**src/hw/rtl/sapq_pkg.sv**
```systemverilog
`default_nettype none
// ----------------------------------------------------------------------------
// sapq_pkg
// shared types and codes of the sorted-array priority queue: transaction
// payloads, stored entry, controller states and the command/status bundles
// ----------------------------------------------------------------------------
package sapq_pkg;

	// command codes
	localparam logic CMD_INSERT = 1'b0;
	localparam logic CMD_DELETE = 1'b1;

	// result status codes
	localparam logic [1:0] ST_DONE  = 2'd0;
	localparam logic [1:0] ST_FULL  = 2'd1;
	localparam logic [1:0] ST_EMPTY = 2'd2;

	// capacity register
	localparam int         CAP_W     = 5;
	localparam logic [4:0] CAP_RESET = 5'd16;

	typedef struct packed {
		logic               command;
		logic signed [31:0] item_value;
		logic signed [15:0] item_priority;
	} req_t;

	typedef struct packed {
		logic [1:0]         status;
		logic signed [31:0] removed_value;
		logic signed [15:0] removed_priority;
		logic [4:0]         occupancy;
	} rsp_t;

	typedef struct packed {
		logic signed [31:0] value;
		logic signed [15:0] prio;
	} entry_t;

	typedef enum logic [2:0] {
		S_IDLE,
		S_INS_RD,
		S_INS_CMP,
		S_DEL_HEAD_RD,
		S_DEL_HEAD,
		S_DEL_RD,
		S_DEL_WR,
		S_FINISH
	} state_t;

	typedef enum logic [1:0] {
		RA_ZERO,
		RA_IDX,
		RA_IDX_M1
	} rd_addr_t;

	typedef struct packed {
		logic       capture;
		logic [1:0] res_code;
		logic       rd_en;
		rd_addr_t   rd_addr;
		logic       wr_en;
		logic       wr_at_prev;
		logic       wr_new;
		logic       idx_dec;
		logic       idx_inc;
		logic       take_head;
		logic       count_inc;
		logic       count_dec;
		logic       load_rsp;
	} dp_cmd_t;

	typedef struct packed {
		logic req_insert;
		logic count_zero;
		logic at_limit;
		logic idx_zero;
		logic idx_end;
		logic key_le;
	} dp_sts_t;

endpackage
`default_nettype wire

```
**src/hw/rtl/sapq_ctrl.sv**
```systemverilog
`default_nettype none
// ----------------------------------------------------------------------------
// sapq_ctrl
// controller: sequences the slot moves of insert and delete, owns the
// request/response handshakes
// ----------------------------------------------------------------------------
module sapq_ctrl
	import sapq_pkg::*;
(
	input  wire logic    clk,
	input  wire logic    arst_n,
	input  wire logic    req_valid,
	output logic         req_ready,
	output logic         rsp_valid,
	input  wire logic    rsp_ready,
	input  wire dp_sts_t sts,
	output dp_cmd_t      cmd
);

	state_t state_q;
	state_t state_d;
	logic   rsp_valid_q;
	logic   rsp_free;

	assign rsp_free  = !rsp_valid_q || rsp_ready;
	assign rsp_valid = rsp_valid_q;
	assign req_ready = (state_q == S_IDLE);

	always_ff @(posedge clk or negedge arst_n) begin
		if (!arst_n) begin
			state_q     <= S_IDLE;
			rsp_valid_q <= 1'b0;
		end else begin
			state_q <= state_d;
			if (cmd.load_rsp) begin
				rsp_valid_q <= 1'b1;
			end else if (rsp_ready) begin
				rsp_valid_q <= 1'b0;
			end
		end
	end

	// next state
	always_comb begin
		state_d = state_q;
		unique case (state_q)
			S_IDLE: begin
				if (req_valid) begin
					if (sts.req_insert) begin
						state_d = sts.at_limit ? S_FINISH : S_INS_RD;
					end else begin
						state_d = sts.count_zero ? S_FINISH : S_DEL_HEAD_RD;
					end
				end
			end
			S_INS_RD: begin
				state_d = sts.idx_zero ? S_FINISH : S_INS_CMP;
			end
			S_INS_CMP: begin
				state_d = sts.key_le ? S_FINISH : S_INS_RD;
			end
			S_DEL_HEAD_RD: state_d = S_DEL_HEAD;
			S_DEL_HEAD:    state_d = S_DEL_RD;
			S_DEL_RD: begin
				state_d = sts.idx_end ? S_FINISH : S_DEL_WR;
			end
			S_DEL_WR: state_d = S_DEL_RD;
			S_FINISH: begin
				if (rsp_free) begin
					state_d = S_IDLE;
				end
			end
			default: state_d = S_IDLE;
		endcase
	end

	// datapath commands
	always_comb begin
		cmd          = '0;
		cmd.res_code = ST_DONE;
		cmd.rd_addr  = RA_ZERO;
		unique case (state_q)
			S_IDLE: begin
				if (req_valid) begin
					cmd.capture = 1'b1;
					if (sts.req_insert && sts.at_limit) begin
						cmd.res_code = ST_FULL;
					end else if (!sts.req_insert && sts.count_zero) begin
						cmd.res_code = ST_EMPTY;
					end
				end
			end
			S_INS_RD: begin
				if (sts.idx_zero) begin
					cmd.wr_en     = 1'b1;
					cmd.wr_new    = 1'b1;
					cmd.count_inc = 1'b1;
				end else begin
					cmd.rd_en   = 1'b1;
					cmd.rd_addr = RA_IDX_M1;
				end
			end
			S_INS_CMP: begin
				cmd.wr_en = 1'b1;
				if (sts.key_le) begin
					cmd.wr_new    = 1'b1;
					cmd.count_inc = 1'b1;
				end else begin
					cmd.idx_dec = 1'b1;
				end
			end
			S_DEL_HEAD_RD: begin
				cmd.rd_en   = 1'b1;
				cmd.rd_addr = RA_ZERO;
			end
			S_DEL_HEAD: cmd.take_head = 1'b1;
			S_DEL_RD: begin
				if (sts.idx_end) begin
					cmd.count_dec = 1'b1;
				end else begin
					cmd.rd_en   = 1'b1;
					cmd.rd_addr = RA_IDX;
				end
			end
			S_DEL_WR: begin
				cmd.wr_en      = 1'b1;
				cmd.wr_at_prev = 1'b1;
				cmd.idx_inc    = 1'b1;
			end
			S_FINISH: cmd.load_rsp = rsp_free;
			default: ;
		endcase
	end

endmodule
`default_nettype wire

```
**src/hw/rtl/sapq_dpath.sv**
```systemverilog
`default_nettype none
// ----------------------------------------------------------------------------
// sapq_dpath
// datapath: sorted entry memory, slot index, count, capacity register and
// response register
// ----------------------------------------------------------------------------
module sapq_dpath
	import sapq_pkg::*;
#(
	parameter int DEPTH = 16
)(
	input  wire logic             clk,
	input  wire logic             arst_n,
	input  wire req_t             req,
	input  wire logic             cfg_we,
	input  wire logic [CAP_W-1:0] cfg_wdata,
	input  wire dp_cmd_t          cmd,
	output dp_sts_t               sts,
	output rsp_t                  rsp
);

	localparam int AW    = $clog2(DEPTH);
	localparam int CNT_W = $clog2(DEPTH + 1);
	localparam int LW    = (CNT_W > CAP_W) ? CNT_W : CAP_W;

	entry_t             mem_q [DEPTH];
	entry_t             rd_data_q;
	entry_t             new_q;
	entry_t             wr_data;
	logic [AW-1:0]      rd_addr;
	logic [AW-1:0]      wr_addr;
	logic [CNT_W-1:0]   idx_q;
	logic [CNT_W-1:0]   idx_m1;
	logic [CNT_W-1:0]   count_q;
	logic [CAP_W-1:0]   cap_q;
	logic [1:0]         res_status_q;
	logic signed [31:0] res_value_q;
	logic signed [15:0] res_prio_q;
	rsp_t               rsp_q;
	logic [LW-1:0]      cnt_ext;
	logic [LW-1:0]      cap_ext;

	assign idx_m1  = idx_q - CNT_W'(1);
	assign cnt_ext = LW'(count_q);
	assign cap_ext = LW'(cap_q);

	always_comb begin
		unique case (cmd.rd_addr)
			RA_ZERO:   rd_addr = '0;
			RA_IDX:    rd_addr = idx_q[AW-1:0];
			RA_IDX_M1: rd_addr = idx_m1[AW-1:0];
			default:   rd_addr = '0;
		endcase
	end

	assign wr_addr = cmd.wr_at_prev ? idx_m1[AW-1:0] : idx_q[AW-1:0];
	assign wr_data = cmd.wr_new ? new_q : rd_data_q;

	// entry store, registered read
	always_ff @(posedge clk) begin
		if (cmd.wr_en) begin
			mem_q[wr_addr] <= wr_data;
		end
		if (cmd.rd_en) begin
			rd_data_q <= mem_q[rd_addr];
		end
	end

	// payload registers
	always_ff @(posedge clk) begin
		if (cmd.capture) begin
			new_q.value  <= req.item_value;
			new_q.prio   <= req.item_priority;
			res_status_q <= cmd.res_code;
			res_value_q  <= '0;
			res_prio_q   <= '0;
		end
		if (cmd.take_head) begin
			res_value_q <= rd_data_q.value;
			res_prio_q  <= rd_data_q.prio;
		end
		if (cmd.load_rsp) begin
			rsp_q.status           <= res_status_q;
			rsp_q.removed_value    <= res_value_q;
			rsp_q.removed_priority <= res_prio_q;
			rsp_q.occupancy        <= 5'(count_q);
		end
		if (cmd.capture) begin
			idx_q <= (req.command == CMD_INSERT) ? count_q : CNT_W'(1);
		end else if (cmd.idx_dec) begin
			idx_q <= idx_m1;
		end else if (cmd.idx_inc) begin
			idx_q <= idx_q + CNT_W'(1);
		end
	end

	always_ff @(posedge clk or negedge arst_n) begin
		if (!arst_n) begin
			count_q <= '0;
			cap_q   <= CAP_RESET;
		end else begin
			if (cfg_we) begin
				cap_q <= cfg_wdata;
			end
			if (cmd.count_inc) begin
				count_q <= count_q + CNT_W'(1);
			end else if (cmd.count_dec) begin
				count_q <= count_q - CNT_W'(1);
			end
		end
	end

	assign sts.req_insert = (req.command == CMD_INSERT);
	assign sts.count_zero = (count_q == '0);
	assign sts.at_limit   = (cnt_ext >= cap_ext) || (count_q >= CNT_W'(DEPTH));
	assign sts.idx_zero   = (idx_q == '0);
	assign sts.idx_end    = (idx_q >= count_q);
	assign sts.key_le     = ($signed(rd_data_q.prio) <= $signed(new_q.prio));

	assign rsp = rsp_q;

endmodule
`default_nettype wire

```
**src/hw/rtl/sorted_array_priority_queue.sv**
```systemverilog
`default_nettype none
// ----------------------------------------------------------------------------
// sorted_array_priority_queue
// min-first priority queue held as a sorted array in a single-port-write,
// registered-read memory
// ----------------------------------------------------------------------------
// Entries sit in ascending priority order in slots 0..count-1; equal
// priorities leave in arrival order. One transaction is worked at a time.
// An insert walks down from the rear, moving each entry with a larger
// priority up one slot. A delete reads slot 0, then moves the remaining
// n-1 entries down one slot for a queue of n. A full insert or an empty
// delete goes straight to the response without a memory access. Each
// move is a read step then a write step because the memory read data is
// registered, so the memory port sets the pace. The response register
// lets the next request be accepted while a response still waits. The
// capacity register may be written only while the queue is idle.
// ----------------------------------------------------------------------------
module sorted_array_priority_queue
	import sapq_pkg::*;
#(
	parameter int DEPTH = 16
)(
	input  wire logic             clk,
	input  wire logic             arst_n,
	// request transaction
	input  wire logic             req_valid,
	output logic                  req_ready,
	input  wire req_t             req,
	// response transaction
	output logic                  rsp_valid,
	input  wire logic             rsp_ready,
	output rsp_t                  rsp,
	// capacity register write
	input  wire logic             cfg_we,
	input  wire logic [CAP_W-1:0] cfg_wdata
);

	dp_cmd_t cmd;
	dp_sts_t sts;

	// sequencer for slot moves and both handshakes
	sapq_ctrl u_ctrl (
		.clk       (clk),
		.arst_n    (arst_n),
		.req_valid (req_valid),
		.req_ready (req_ready),
		.rsp_valid (rsp_valid),
		.rsp_ready (rsp_ready),
		.sts       (sts),
		.cmd       (cmd)
	);

	// entry memory, count, capacity and response payload
	sapq_dpath #(
		.DEPTH (DEPTH)
	) u_dpath (
		.clk       (clk),
		.arst_n    (arst_n),
		.req       (req),
		.cfg_we    (cfg_we),
		.cfg_wdata (cfg_wdata),
		.cmd       (cmd),
		.sts       (sts),
		.rsp       (rsp)
	);

	// a failed operation never returns entry data
	a_fail_no_data: assert property (@(posedge clk) disable iff (!arst_n)
		rsp_valid && (rsp.status != ST_DONE) |->
			(rsp.removed_value == '0) && (rsp.removed_priority == '0))
		else $error("failed operation returned entry data");

	// an empty report only comes from an empty queue
	a_empty_occ: assert property (@(posedge clk) disable iff (!arst_n)
		rsp_valid && (rsp.status == ST_EMPTY) |-> (rsp.occupancy == '0))
		else $error("empty status with nonzero occupancy");

	// the queue is not ready again in the cycle after it accepts a request
	a_busy_after_accept: assert property (@(posedge clk) disable iff (!arst_n)
		req_valid && req_ready |=> !req_ready)
		else $error("request accepted while previous transaction in work");

endmodule
`default_nettype wire
```
**config.mk**
```make
export PLATFORM = sky130hd
export DESIGN_NAME = sorted_array_priority_queue
export DESIGN_NICKNAME = d
export VERILOG_FILES = /design/src/hw/rtl/sapq_pkg.sv /design/src/hw/rtl/sapq_ctrl.sv /design/src/hw/rtl/sapq_dpath.sv /design/src/hw/rtl/sorted_array_priority_queue.sv
export SDC_FILE = /design/constraint.sdc
export NUM_CORES = 1
export LEC_CHECK = 0
export ABC_AREA = 1
export BUFFER_PORTS_ARGS = -buffer_cell sky130_fd_sc_hd__buf_2
export CAP_MARGIN = 40
export CORE_UTILIZATION = 31
export DETAILED_ROUTE_END_ITERATION = 10
export GPL_TIMING_DRIVEN = 0
export SYNTH_ARGS = -nofsm -noshare
export SYNTH_HDL_FRONTEND = slang
export SYNTH_SLANG_ARGS = --single-unit
```
**constraint.sdc**
```tcl
create_clock -name clk -period 8.55 [get_ports clk]
set_input_delay 1.71 -clock clk [delete_from_list [all_inputs] [get_ports clk]]
set_output_delay 1.71 -clock clk [all_outputs]
set_load 0.03 [all_outputs]
```
==> flow_metrics.py <==
metrics = {
    "global_route": {
        "antenna_found_initial": 1,
        "grt_pass1_vias": 24773,
        "grt_start_max_net_pins": 24,
        "gr-usage-all-layers_pct": 17.9,
        "grt_first_pass_wirelength_um": 167000,
        "gr-total-overflow": 0,
    },
    "finish": {
        "syn2layout_area_growth_pct": 19.0,
        "most-common-layout-cells": "974 x edfxtp_1, 736 x nor2_1, 206 x buf_2",
        "fin_nets": 3282,
        "instances_no_fill": 4908,
        "layout-drive-gt1-share_pct": 15.2,
        "final_common_cell": "edfxtp_1",
        "final_util_pct": 37.4,
    },
    "sta": {
        "clock.fmax_mhz": 231,
        "slew_headroom_pct": 38.0,
        "worst_pin_slew_ns": 0.929,
        "fin_crit_ns": 4.33,
        "setup_viol": 0,
        "fin_crit_sh_pct": 50.6,
        "hold_slack_ns": 0.413,
        "finClkSkew_ns": 0.0314,
        "slew_viol_final": 0,
        "hold_viol_final": 0,
        "rsz0062_at_grt": "no",
        "fin_ws_ns": 4.22,
    },
    "floorplanning": {
        "core_region_area_mm2": 0.124,
        "rows": 129,
        "die_x_um": 356,
        "die_y_um": 356,
        "io_pins": 116,
        "initial_core_util_pct": 31.4,
        "die_area_mm2": 0.127,
    },
    "logic_synthesis": {
        "synthCells": 2868,
        "synth_xor_area_share_pct": 0.199,
        "synth-compound-area-share_pct": 9.86,
        "synth_area_leaders": "edfxtp_1 75%, nor2_1 7.3%, o21ai_0 2.9%",
        "synth_fa_ha_area_share_pct": 1.11,
        "ys_seq_area_share_pct": 76.0,
        "avgSynthCellArea_um2": 13.6,
        "syn_nets": 2961,
        "ys_seq_elements": 988,
        "netlist_area_mm2": 0.0390,
        "synth_top_family_by_area": "compound AO/OA/AOI/OAI gates",
        "yosys.area_share.simple_pct": 9.49,
        "synth_cell_types": 41,
        "synth_top_area_share_pct": 75.1,
        "yosysWarningCount": 0,
        "synth_top_area_cell": "edfxtp_1",
        "synth.area.mux_share_pct": 0.0546,
    },
    "flow_run": {
        "drv_cap": 0,
    },
    "power_and_ir_drop": {
        "p_leak_nw": 15.7,
        "fin_total_pwr_mw": 16.8,
        "p_per_area_mw_per_mm2": 361,
        "ir_worst_vdd_mv": 0.188,
    },
    "routing": {
        "drt.antenna.violating_nets": 0,
        "wirelength_met1_um": 47400,
        "drt-initial-drc-count": 3072,
        "top_layer": "met4",
        "vias_per_cell": 5.14,
        "routed_wl_um": 115000,
        "wl_per_cell_um": 23.4,
        "via_count": 25224,
        "met2_length_um": 54700,
        "route.detailed.drc": 0,
        "met3_length_um": 9060,
        "dr.pass1.iters": 5,
    },
    "critical_path": {
        "crit_arrival_ns": 4.88,
        "path_max_fanout": 10,
        "crit_type": "flip-flop to flip-flop",
        "required_ns": 9.10,
        "startpoint_type": "flip-flop",
        "crit_path_end_kind": "flip-flop",
    },
    "clock_tree": {
        "post_cts_resized": 0,
        "cts_tree": "done",
        "hold_buffers": 0,
        "cts_root_buffer": "clkbuf_16",
        "cts_sinks": 988,
        "cts_made_buffers": 104,
        "insertion_delay_ns": 0.70,
        "cts_buffer_depth": 3,
        "clk_pin_slew_worst_paths_ns": 0.06,
        "post-cts-setup-buffer-count": 0,
        "htreeDepth": 3,
    },
    "placed_design": {
        "gp_congestion": 0.805,
        "place_hpwl_um": 78200,
        "place_ws_ns": 4.27,
        "dp.cells": 4720,
        "io_buffers": 114,
    },
    "outcome": {
        "status": "finished clean",
    },
    "hold_path": {
        "hold_path_class": "flip-flop to flip-flop",
    },
}
through the flow:
step / cell area, µm² / TNS [ns]
6_report: 46400 / 0
2_1_floorplan: 39000 / 0
5_1_grt: 46400 / 0
3_5_place_dp: 43100 / 0
4_1_cts: 46400 / 0
3_3_place_gp: 41600 / -17.34
routing by layer:
| layer | GRT usage, % | up-vias |
|---|---|---|
| met5 | 0 | - |
| met4 | 6.43 | 0 |
| met3 | 3.15 | 209 |
| met2 | 29.3 | 1165 |
| met1 | 23.9 | 12619 |
| li1 | - | 11231 |
power breakdown:
part | internal, mW | leakage [nW] | total [mW] | switching [mW]
sequential | 6.99 | 9.01 | 7.20 | 0.217
clock | 2.48 | 1.59 | 4.40 | 1.92
combinational | 1.38 | 5.13 | 5.16 | 3.78
Yosys cell counts:
cell type / count
o22ai_2: 1
o22ai_1: 3
a22oi_1: 1
a31oi_1: 1
a21oi_4: 1
dfrtp_1: 13
o32ai_1: 95
buf_2: 86
nand3_2: 1
a41oi_1: 1
nor3_1: 1
xor2_2: 1
fa_1: 1
clkbuf_1: 71
buf_4: 11
dfstp_2: 1
a21boi_0: 1
a21o_1: 2
inv_2: 9
mux2_2: 1
ha_1: 33
o211ai_1: 96
mux2i_1: 1
edfxtp_1: 974
nor2_1: 754
nand2_1: 185
nand2_2: 3
o21ai_1: 35
nor3_2: 1
o21bai_1: 1
buf_6: 3
xnor2_1: 3
nand4_1: 1
o221ai_1: 1
nand3_1: 23
xor2_1: 4
nor4_1: 1
inv_1: 117
o21ai_0: 225
a21oi_1: 11
o311ai_1: 94
critical path, stage by stage, from the launching register on:
cell and delay [ns]:
edfxtp_1 0.52, inv_2 0.15, ha_1 0.23, o21ai_0 0.16
nand2_1 0.07, nand2_1 0.05, nand2_1 0.04, a21oi_1 0.18
o21bai_1 0.13, nor2_1 0.17, ha_1 0.22, nand2_1 0.10
a21oi_4 0.48, buf_4 0.38, clkbuf_1 0.54, o21ai_0 0.20
o32ai_1 0.15, o211ai_1 0.21, nand2_1 0.18
registers in the layout (all words and copies together) (netlist names), 3 cells and up:
name / flops
u_dpath.mem_q: 768
u_dpath.rsp: 55
u_dpath.new_q: 48
u_dpath.rd_data_q: 48
u_dpath.res_value_q: 32
u_dpath.res_prio_q: 16
u_dpath.cap_ext: 5
u_dpath.cnt_ext: 5
u_dpath.idx_q: 5
u_ctrl.state_q: 3
layout make-up:
class,count,area (µm²)
inverter,126,473
buffer,171,813
fill,11665,77700
sequential,988,29600
clock buffer,123,2720
clock inverter,64,547
tap,1637,2050
multi-input combinational,1583,8200
antenna,1,2.50
timing repair buffer,215,1970
path summary, 6_finish.rpt:
path / endpoint / slack, ns / cells past startpoint / from
hold / removal: u_dpath.rsp[6] / 0.41 / 0 / u_dpath.res_prio_q[1]
min in group asynchronous: u_ctrl.state_q[0] / 0.92 / 1 / arst_n
setup / recovery: u_dpath.rd_data_q[12] / 4.22 / 18 / u_dpath.idx_q[0]
max in group asynchronous: u_dpath.cap_ext[4] / 7.33 / 1 / arst_n
setup reg to reg: u_dpath.rd_data_q[12] / 4.22 / 18 / u_dpath.idx_q[0]
hold reg to reg: u_dpath.rsp[6] / 0.41 / 0 / u_dpath.res_prio_q[1]
cells by family after synthesis:
group | count (synthesis)
compound gates | 569
xor+xnor | 8
fa+ha+maj | 34
buf+inv | 297
flops | 988
mux | 2
simple gates | 970
Note: power is estimated with default switching activity, not from simulation.
